`src/rtl/idoi_pkg.sv`:
```
// Shared types, constants and the side score function of the depth-order insert unit.
package idoi_pkg;

    localparam int CAPACITY  = 32;
    localparam int OUT_LIMIT = 32;
    localparam int IDX_W     = $clog2(CAPACITY);
    localparam int CNT_W     = $clog2(CAPACITY + 1);
    localparam int ADDR_W    = IDX_W + 1;
    localparam int S_DATA_W  = 72;
    localparam int M_DATA_W  = 16;

    localparam logic [1:0] MODE_INSERT = 2'd0;
    localparam logic [1:0] MODE_REMOVE = 2'd1;
    localparam logic [1:0] MODE_READ   = 2'd2;

    localparam logic [1:0] STATUS_OK        = 2'd0;
    localparam logic [1:0] STATUS_FULL      = 2'd1;
    localparam logic [1:0] STATUS_NOT_FOUND = 2'd2;
    localparam logic [1:0] STATUS_EMPTY     = 2'd3;

    typedef struct packed {
        logic [14:0]        height;
        logic [14:0]        width;
        logic signed [15:0] top;
        logic signed [15:0] left;
        logic [7:0]         id;
    } entry_t;

    typedef enum logic [3:0] {
        CMD_NONE,
        CMD_LOAD,
        CMD_READ_LAST,
        CMD_APPEND,
        CMD_SCAN_LOW,
        CMD_PUT_NEW,
        CMD_SCAN_HIGH,
        CMD_INS_DONE,
        CMD_SCAN_RM,
        CMD_RM_DONE,
        CMD_RESP_FULL,
        CMD_RESP_EMPTY,
        CMD_OUT_READ,
        CMD_OUT_LOAD,
        CMD_OUT_NEXT
    } cmd_t;

    typedef enum logic [3:0] {
        ST_IDLE,
        ST_DISPATCH,
        ST_RL_ISSUE,
        ST_RL_EVAL,
        ST_APPEND,
        ST_SCAN_LOW,
        ST_PUT_NEW,
        ST_SCAN_HIGH,
        ST_INS_DONE,
        ST_SCAN_RM,
        ST_RM_DONE,
        ST_OUT_READ,
        ST_OUT_LOAD,
        ST_OUT_SEND,
        ST_RESP
    } state_t;

    typedef struct packed {
        logic [1:0] mode;
        logic       count_zero;
        logic       count_full;
        logic       side_neg;
        logic       scan_done;
        logic       out_last;
    } dp_status_t;

    function automatic logic signed [1:0] axis_score(
        input logic signed [15:0] snear,
        input logic [14:0]        ssize,
        input logic signed [15:0] nnear,
        input logic [14:0]        nsize
    );
        logic signed [16:0] sfar;
        logic signed [16:0] nfar;
        logic signed [1:0]  score;
        sfar = 17'(snear) + $signed({2'b00, ssize});
        nfar = 17'(nnear) + $signed({2'b00, nsize});
        if (17'(nnear) >= sfar) begin
            score = 2'sd1;
        end else if (nfar <= 17'(snear)) begin
            score = -2'sd1;
        end else begin
            score = 2'sd0;
        end
        return score;
    endfunction

    function automatic logic signed [2:0] side_of(input entry_t stored, input entry_t fresh);
        logic signed [2:0] hs;
        logic signed [2:0] vs;
        hs = 3'(axis_score(stored.left, stored.width, fresh.left, fresh.width));
        vs = 3'(axis_score(stored.top, stored.height, fresh.top, fresh.height));
        return hs + vs;
    endfunction

endpackage

```
`src/rtl/idoi_controller.sv`:
```
// Controller: sequences insert, remove and read-out over the datapath.
module idoi_controller (
    input  logic                 aclk,
    input  logic                 aresetn,
    input  logic                 s_tvalid,
    output logic                 s_tready,
    output logic                 m_tvalid,
    input  logic                 m_tready,
    input  idoi_pkg::dp_status_t status,
    output idoi_pkg::cmd_t       cmd
);
    import idoi_pkg::*;

    state_t state_reg, state_next;

    always_ff @(posedge aclk) begin
        if (!aresetn) begin
            state_reg <= ST_IDLE;
        end else begin
            state_reg <= state_next;
        end
    end

    always_comb begin
        state_next = state_reg;
        case (state_reg)
            ST_IDLE: begin
                if (s_tvalid) begin
                    state_next = ST_DISPATCH;
                end
            end
            ST_DISPATCH: begin
                case (status.mode)
                    MODE_INSERT: begin
                        if (status.count_full) begin
                            state_next = ST_RESP;
                        end else if (status.count_zero) begin
                            state_next = ST_APPEND;
                        end else begin
                            state_next = ST_RL_ISSUE;
                        end
                    end
                    MODE_REMOVE: state_next = ST_SCAN_RM;
                    MODE_READ: begin
                        if (status.count_zero) begin
                            state_next = ST_RESP;
                        end else begin
                            state_next = ST_OUT_READ;
                        end
                    end
                    default: state_next = ST_IDLE;
                endcase
            end
            ST_RL_ISSUE: state_next = ST_RL_EVAL;
            ST_RL_EVAL: state_next = status.side_neg ? ST_APPEND : ST_SCAN_LOW;
            ST_APPEND: state_next = ST_RESP;
            ST_SCAN_LOW: begin
                if (status.scan_done) begin
                    state_next = ST_PUT_NEW;
                end
            end
            ST_PUT_NEW: state_next = ST_SCAN_HIGH;
            ST_SCAN_HIGH: begin
                if (status.scan_done) begin
                    state_next = ST_INS_DONE;
                end
            end
            ST_INS_DONE: state_next = ST_RESP;
            ST_SCAN_RM: begin
                if (status.scan_done) begin
                    state_next = ST_RM_DONE;
                end
            end
            ST_RM_DONE: state_next = ST_RESP;
            ST_OUT_READ: state_next = ST_OUT_LOAD;
            ST_OUT_LOAD: state_next = ST_OUT_SEND;
            ST_OUT_SEND: begin
                if (m_tready) begin
                    state_next = status.out_last ? ST_IDLE : ST_OUT_READ;
                end
            end
            ST_RESP: begin
                if (m_tready) begin
                    state_next = ST_IDLE;
                end
            end
            default: state_next = ST_IDLE;
        endcase
    end

    always_comb begin
        cmd      = CMD_NONE;
        s_tready = 1'b0;
        m_tvalid = 1'b0;
        case (state_reg)
            ST_IDLE: begin
                s_tready = 1'b1;
                if (s_tvalid) begin
                    cmd = CMD_LOAD;
                end
            end
            ST_DISPATCH: begin
                if (status.mode == MODE_INSERT && status.count_full) begin
                    cmd = CMD_RESP_FULL;
                end else if (status.mode == MODE_READ && status.count_zero) begin
                    cmd = CMD_RESP_EMPTY;
                end
            end
            ST_RL_ISSUE:  cmd = CMD_READ_LAST;
            ST_APPEND:    cmd = CMD_APPEND;
            ST_SCAN_LOW:  cmd = CMD_SCAN_LOW;
            ST_PUT_NEW:   cmd = CMD_PUT_NEW;
            ST_SCAN_HIGH: cmd = CMD_SCAN_HIGH;
            ST_INS_DONE:  cmd = CMD_INS_DONE;
            ST_SCAN_RM:   cmd = CMD_SCAN_RM;
            ST_RM_DONE:   cmd = CMD_RM_DONE;
            ST_OUT_READ:  cmd = CMD_OUT_READ;
            ST_OUT_LOAD:  cmd = CMD_OUT_LOAD;
            ST_OUT_SEND: begin
                m_tvalid = 1'b1;
                if (m_tready) begin
                    cmd = CMD_OUT_NEXT;
                end
            end
            ST_RESP: m_tvalid = 1'b1;
            default: cmd = CMD_NONE;
        endcase
    end

endmodule

```
`config.mk`:
```
export PLATFORM = sky130hd
export DESIGN_NAME = idoi_controller
export DESIGN_NICKNAME = d
export VERILOG_FILES = /design/src/rtl/idoi_pkg.sv /design/src/rtl/idoi_controller.sv
export SDC_FILE = /design/constraint.sdc
export NUM_CORES = 1
export LEC_CHECK = 0
export BUFFER_PORTS_ARGS = -buffer_cell sky130_fd_sc_hd__buf_4
export CORE_MARGIN = 4
export CORE_UTILIZATION = 38
export CTS_CLUSTER_SIZE = 12
export DETAILED_ROUTE_END_ITERATION = 8
export GPL_ROUTABILITY_DRIVEN = 0
export PLACE_DENSITY = 0.68
export SLEW_MARGIN = 40
export SYNTH_ARGS = -nofsm -noshare
export SYNTH_HDL_FRONTEND = slang
export SYNTH_SLANG_ARGS = --single-unit
```
`constraint.sdc`:
```
create_clock -name aclk -period 1.6 [get_ports aclk]
set_input_delay 0.08 -clock aclk [delete_from_list [all_inputs] [get_ports aclk]]
set_output_delay 0.08 -clock aclk [all_outputs]
set_load 0.01 [all_outputs]
```
Word-level counts from Yosys, hierarchy flattened --
Cells that the tools add are included.
Storage, ports and cells: word-level logic and storage cells 50, register bits 4, output and inout bits 6, input port bits 11
Cells by class: reductions and logical operators 7, multiplexer cells 20, eq/ne operators 22
Operator list (count):
- case mux 4 bit (13 select lines) | 2
- two-way mux 4 bit | 11
- == test 4 bit, second input constant | 7
- == test 4 x 3 -> 1 bit, second input constant | 4
- inequality test 2 bit, second input constant | 6
- case mux 4 bit (3 select lines) | 1
- == test 4 x 2 -> 1 bit, second input constant | 2
- two-way mux 3 bit | 2
- AND reduction 6 bit | 1
- == test 4 x 1 -> 1 bit, second input constant | 1
- zero test 4 bit | 1
- two-way mux 1 bit | 4
- OR reduction 3 bit | 1
- == test 2 x 1 -> 1 bit, second input constant | 1
- == test 2 bit, second input constant | 1
- logical AND 1 bit | 2
- zero test 2 bit | 1
- OR reduction 2 bit | 1

Logic depth before layout (Yosys ltp) --
Gate-level depths: netlist (run 1).
word-level depth 5, gate-level depth with buffers 6, mapped depth without buffers 6

Least setup slack after synthesis (run 1) --
OpenSTA, ideal clock, no wires.
kind reg2reg, start point register state_reg[0], end point register state_reg[3], stages on the path, launching flop included 6, period minus slack after synthesis 1417 ps, path buffers 1, data arrival time 1300 ps, library setup time 117 ps, data required time 1483 ps, setup slack 183 ps, cell sequence dfxtp_1 buf_6 inv_4 mux2_2 a221o_1 a32o_1
Between the ends: longest elaborated chain between the ends 3, elaborated cells on any way between the ends 24, those cells by class eq/ne (20); mux (1); reduce/logical (3)
RTL lines:
- from (decl) | RTL line idoi_controller.sv:14 | state_t state_reg, state_next;
- from (signal assigned) | RTL line idoi_controller.sv:20 | state_reg <= state_next;
- == test 4 bit, or another cell as far along | RTL line idoi_controller.sv:26 | case (state_reg)
- OR reduction 3 bit (no line) or inequality test 2 bit (tied branches)
- case mux 4 bit (13 select lines) or AND reduction 6 bit (tied branches)
Several ways; a longest one is shown, not always the timed one. A chain may end at the register's enable or synchronous reset.

Worst setup path in the final report (run 1) --
start point register state_reg[3], end point output port cmd[0]
Between the ends: longest elaborated chain between the ends 2, elaborated cells on any way between the ends 14, those cells by class eq/ne (12); mux (1); reduce/logical (1)
RTL lines:
- == test 4 bit, or another cell as far along | RTL line idoi_controller.sv:95 | case (state_reg)
- case mux 4 bit (13 select lines) * | RTL line idoi_controller.sv:95
- to (decl) | RTL line idoi_controller.sv:10 | output idoi_pkg::cmd_t cmd
Every way passes the cells marked *; elsewhere a longest branch is shown, timed or not.

==> results.yml, run 1 <==
outcome:
  outcome: "complete, no violations"
power:
  leakagePower_nw: 0.389
  vdd_ir_drop_max_mv: 0.992
  powerDensity_nw_per_um2: 1700
floorplanning:
  initial_core_util_pct: 42.5
  dieHeight_um: 50.2
  boundaryPins: 17
  design.core.area_um2: 1590
  die_w_um: 50.2
  dieArea_um2: 2520
  rows: 14
clock_tree:
  clock_latency_ns: 0.24
  htree_levels: 1
  cts_tree: "done"
  cts-hold-fix-buffers: 0
  clk_pin_slew_ns: 0.04
  numCtsBuffers: 3
  cts_setup_buffers: 0
  cts.path.max_buffers: 2
  cts_sinks: 4
  cts-root-buf: "clkbuf_4"
timing:
  max_slew_margin_pct: 69.1
  finalHoldViolCount: 0
  fin_crit_ns: 1.52
  fmax_mhz: 658
  drv_slew: 0
  fin_ws_ns: 0.0810
  rsz0062_at_grt: "true"
  post-route-period-util_pct: 94.9
  finClkSkew_ns: 0.00305
  worstMarginPinSlew_ns: 0.458
  setup_viol: 0
grt:
  grt_busiest_layer: "met2"
  antenna_found_initial: 0
  grt-ovfl-total: 0
  grt_pass1_vias: 779
  grtUsageMet3_pct: 3.85
  grt_use_met1_pct: 20.3
  gr-usage-all-layers_pct: 16.5
  grt_pass1_wl_um: 3270
  grt_max_degree: 12
  use_met2_pct: 26.1
drt:
  antenna_left: 0
  wirelength_um: 2020
  drt_iter0_markers: 9
  via_count: 797
  first_pass_iters: 4
  wl_per_cell_um: 14.3
  drc: 0
  vias_per_cell: 5.65
critical_path:
  worstSetupEndpointType: "output port"
  crit_path_end: "cmd[0]"
  ff2ff_path_depth: 4
  critPathLaunch: "state_reg[3]"
  arrival_ns: 1.44
  rrSetupSlack_ns: 0.12
  r2r_end: "state_reg[3]"
  cp-start-kind: "register"
  critPathKind: "reg -> out"
  r2r_start: "state_reg[0]"
  path_max_fanout: 9
  cp.required_ns: 1.52
hold_path:
  hold_path.class: "in -> reg"
placement:
  postPlaceCellArea_um2: 880
  portBuffers: 16
  hpwl_um: 1500
  place_ws_ns: 0.0451
finish:
  diodes: 0
  final_common_cell: "buf_4"
  fin_area_um2: 947
  fill_cells: 142
  largest_reg_flops: 4
  mostFrequentLayoutCells: "buf_4 (28), nand2_1 (9), a21oi_1 (6)"
  drive_above_1_share_pct: 40.2
  post-route-util_pct: 59.4
  fin_nets: 133
  area_growth_pct: 39.9
synth:
  synth_top_cell_area_share_pct: 11.8
  synth-seq-cells: 4
  async_flop_share_pct: 0
  syn_inst: 93
  synth.net_count: 107
  synth-edff-count: 0
  synthTopCellsByArea: "dfxtp_1 (12%), ha_1 (5.5%), a21oi_1 (5.2%), nand2_1 (5.0%), buf_2 (4.4%)"
  synthFlopType: "dfxtp_1"
  ys_seq_area_share_pct: 11.8
  synth_warnings: 0
  synth_area_um2: 677
  netlist-cell-type-count: 43
  avgSynthCellArea_um2: 7.28
  yosys.area.top_type: "dfxtp_1"
job:
  drv_cap: 0
how the worst min path moves through the flow:
stage	depth (start not counted)	to	from
floorplan	1	state_reg[3]	aresetn
global placement	2	state_reg[3]	aresetn
detailed placement	2	state_reg[3]	aresetn
CTS	2	state_reg[3]	aresetn
global route	2	state_reg[3]	aresetn
finish	2	state_reg[3]	aresetn
power breakdown:
group          internal, mW  switching [mW]
registers             0.168           0.117
clock network        0.0841          0.0442
logic                 0.618           0.575
total                 0.870           0.736
worst max-delay path: stages (launching register included):
cell	delay (ns)
dfxtp_4	0.37
inv_1	0.14
nand2_1	0.09
a311o_1	0.35
o41ai_1	0.07
buf_4	0.19
kinds of logic (layout without fill, tap and decap cells):
logic type,Yosys count,count (layout),share of synthesized area [%]
AND/OR/NAND/NOR,38,38,33.3
AO/OA/AOI/OAI,33,33,36.6
buffers and inverters,13,37,9.80
flip-flops,4,4,11.8
adder cells (fa/ha/maj),3,3,5.55
XOR/XNOR,1,1,1.29
multiplexers,1,1,1.66
layout make-up:
cell class	instances	area, µm²	share of cell area (%)
Tap cell	24	30.0	3.17
Clock buffer	3	22.5	2.38
Multi-Input combinational cell	76	556	58.7
Timing Repair Buffer	29	221	23.4
Sequential cell	4	95.1	10.0
Inverter	5	22.5	2.38
timing repair:
item | in CTS | in global routing
gates resized for setup | 4 | 12
pin swaps | 0 | 1
endpoints found under the setup margin | 3 | 5
routing by layer:
metal,share of wire (%),up-vias
met5,0,-
met1,46,362
met3,4.6,4
met4,1.3,0
li1,-,413
met2,48,18
per-stage QoR:
stage	cells	setup TNS [ns]	power (mW)	hold slack [ns]
2_1_floorplan	93	0	0.964	0.242
3_3_place_gp	138	0	1.36	0.363
3_5_place_dp	138	0	1.38	0.373
4_1_cts	141	0	1.52	0.119
5_1_grt	141	-0.0325	1.73	0.121
6_report	141	0	1.61	0.134
synthesized netlist by cell type, types with 2 or more instances:
library cell and number:
buf_2 6, nor3_1 2, a221o_1 2, inv_1 3, o32ai_1 2, o311ai_0 2, nand3_1 3, ha_1 3
nand2b_1 4, a21oi_1 7, o21ai_0 5, a32o_1 2, nor2_1 4, a31oi_1 2, dfxtp_1 4, o22ai_1 2
nand2_1 9, or3_1 2, nor4_1 2, nor2b_1 3, and4bb_1 2
(Power assumes the default switching activity.)
==> inputs of run 2 (changes only) <==
--- a/config.mk
+++ b/config.mk
@@ -5,13 +5,14 @@
 export SDC_FILE = /design/constraint.sdc
 export NUM_CORES = 1
 export LEC_CHECK = 0
-export BUFFER_PORTS_ARGS = -buffer_cell sky130_fd_sc_hd__buf_4
 export CORE_MARGIN = 4
 export CORE_UTILIZATION = 38
 export CTS_CLUSTER_SIZE = 12
 export DETAILED_ROUTE_END_ITERATION = 8
+export DONT_BUFFER_PORTS = 1
 export GPL_ROUTABILITY_DRIVEN = 0
-export PLACE_DENSITY = 0.68
+export PLACE_DENSITY = 0.6
+export RECOVER_POWER = 50
 export SLEW_MARGIN = 40
 export SYNTH_ARGS = -nofsm -noshare
 export SYNTH_HDL_FRONTEND = slang
==> run 2 against run 1 <==
Core utilization is 1.3 points lower. Global-route usage fell by 0.27 points. Cell area down 2.1%. Sequential power decreased by 17%. Worst hold slack got worse by 0.12 ns. Largest power group unchanged.
==> results.yml, run 2 (same netlist as run 1, synthesis figures left out) <==
finish:
  final_common_cell: "buf_4"
  drive_above_1_share_pct: 35.7
  mostFrequentLayoutCells: "buf_4 (20), nand2_1 (9), a21oi_1 (6)"
  largest_reg_flops: 4
  fin_nets: 128
  fill_cells: 149
  regArea_um2: 90.1
  diodes: 0
  area_growth_pct: 37.0
  post-route-util_pct: 58.2
  multi_input_comb_area_um2: 554
floorplanning:
  dieArea_um2: 2520
  rows: 14
  design.core.area_um2: 1590
  initial_core_util_pct: 42.5
  boundaryPins: 17
  die_w_um: 50.2
  dieHeight_um: 50.2
grt:
  gr-usage-all-layers_pct: 16.2
  grt_max_degree: 13
  antenna_found_initial: 0
  grt_pass1_vias: 719
  grt_pass1_wl_um: 3260
  grt-ovfl-total: 0
timing:
  max_slew_margin_pct: 67.8
  fmax_mhz: 650
  finalHoldWorstSlack_ns: 0.0120
  fin_crit_ns: 1.54
  worstMarginPinSlew_ns: 0.477
  setup_viol: 0
  finClkSkew_ns: 0.0000995
  tns_ns: 0
  drv_slew: 0
  rsz0062_at_grt: "true"
  post-route-period-util_pct: 96.2
  fin_ws_ns: 0.0610
  finalHoldViolCount: 0
critical_path:
  critPathKind: "reg -> out"
  crit_slowest_cell: "dfxtp_4"
  crit_cells: 6
  path_max_fanout: 7
  cp.required_ns: 1.52
  ff2ff_path_depth: 5
  crit_chain: "buf_6, buf_6, nand2b_4, a311o_1, o41ai_2, buf_4"
  arrival_ns: 1.46
  worstSetupEndpointType: "output port"
  crit_top_cell: "buf_6"
  path_buf_inv: 3
  cpPeakStageDelay_ns: 0.35
  critPathTopFamily: "buffers and inverters"
  cp-start-kind: "register"
power:
  power_mw: 1.69
  leakagePower_nw: 0.374
  vdd_ir_drop_max_mv: 0.927
  powerDensity_nw_per_um2: 1830
placement:
  portBuffers: 0
  place_ws_ns: 0.0495
  hpwl_um: 1520
hold_path:
  hold_path.class: "in -> reg"
  whs_path_depth: 1
drt:
  drt_iter0_markers: 10
  wirelength_um: 1970
  drc: 0
  wl_per_cell_um: 14.5
  via_count: 779
  vias_per_cell: 5.73
  first_pass_iters: 4
  antenna_left: 0
clock_tree:
  cts-root-buf: "clkbuf_4"
  cts_sinks: 4
  htree_levels: 1
  clk_pin_slew_ns: 0.04
  clock_latency_ns: 0.23
  cts.path.max_buffers: 2
  cts-hold-fix-buffers: 0
  numCtsBuffers: 3
  cts_tree: "done"
job:
  drv_cap: 0
outcome:
  outcome: "complete, no violations"
-- run 2: cell types whose count changed in the layout (fill, tap and decap cells not counted), moves of 2 or more --
cell | previous run | this run
buf_4 | 28 | 20
buf_6 | 1 | 3
dfxtp_2 | 0 | 2
dfxtp_4 | 4 | 2
nor2b_1 | 1 | 3
nor2b_2 | 2 | 0
-- run 2: per-layer routing --
metal / vias up / GRT usage (%) / wire length [µm]
li1: 400 / - / -
met1: 363 / 22.0 / 956
met2: 16 / 26.1 / 943
met3: 0 / 3.25 / 74
met4: 0 / 4.15 / 0
met5: - / 0 / 0
-- run 2: path summary, 6_finish.rpt --
kind	from	endpoint	slack (ns)
worst max-delay path	state_reg[2]	cmd[0]	0.06
worst min-delay path	aresetn	state_reg[0]	0.01
worst max register to register	state_reg[0]	state_reg[1]	0.12
worst min register to register	state_reg[3]	state_reg[3]	0.68
-- run 2: report_power, final --
group / switching, mW / internal (mW)
Sequential: 0.0770 / 0.159
Combinational: 0.635 / 0.702
Clock: 0.0377 / 0.0837
Total: 0.749 / 0.945
-- run 2: what timing repair did --
item	in CTS	in global routing
buffers inserted	0	6
resized for setup	6	10
pin swaps	1	0
setup endpoints to repair	2	4
-- run 2: worst register-to-register path, stage by stage, from the launching register on --
cell	delay (ns)
dfxtp_2	0.36
buf_4	0.16
and3b_1	0.17
o21ai_1	0.22
nand4_1	0.16
o32ai_1	0.29
-- run 2: through the flow --
step                area [µm²]  std cells
CTS                        847        130
floorplan                  677         93
global route               927        136
global placement           810        127
detailed placement         810        127
finish                     927        136
-- run 2: area by class of cell --
class / instances / area share (%)
inverters: 5 / 2.83
multi-input cells: 76 / 59.8
repair buffers: 24 / 22.0
clock buffers: 3 / 2.43
well taps: 24 / 3.24
flip-flops and latches: 4 / 9.72
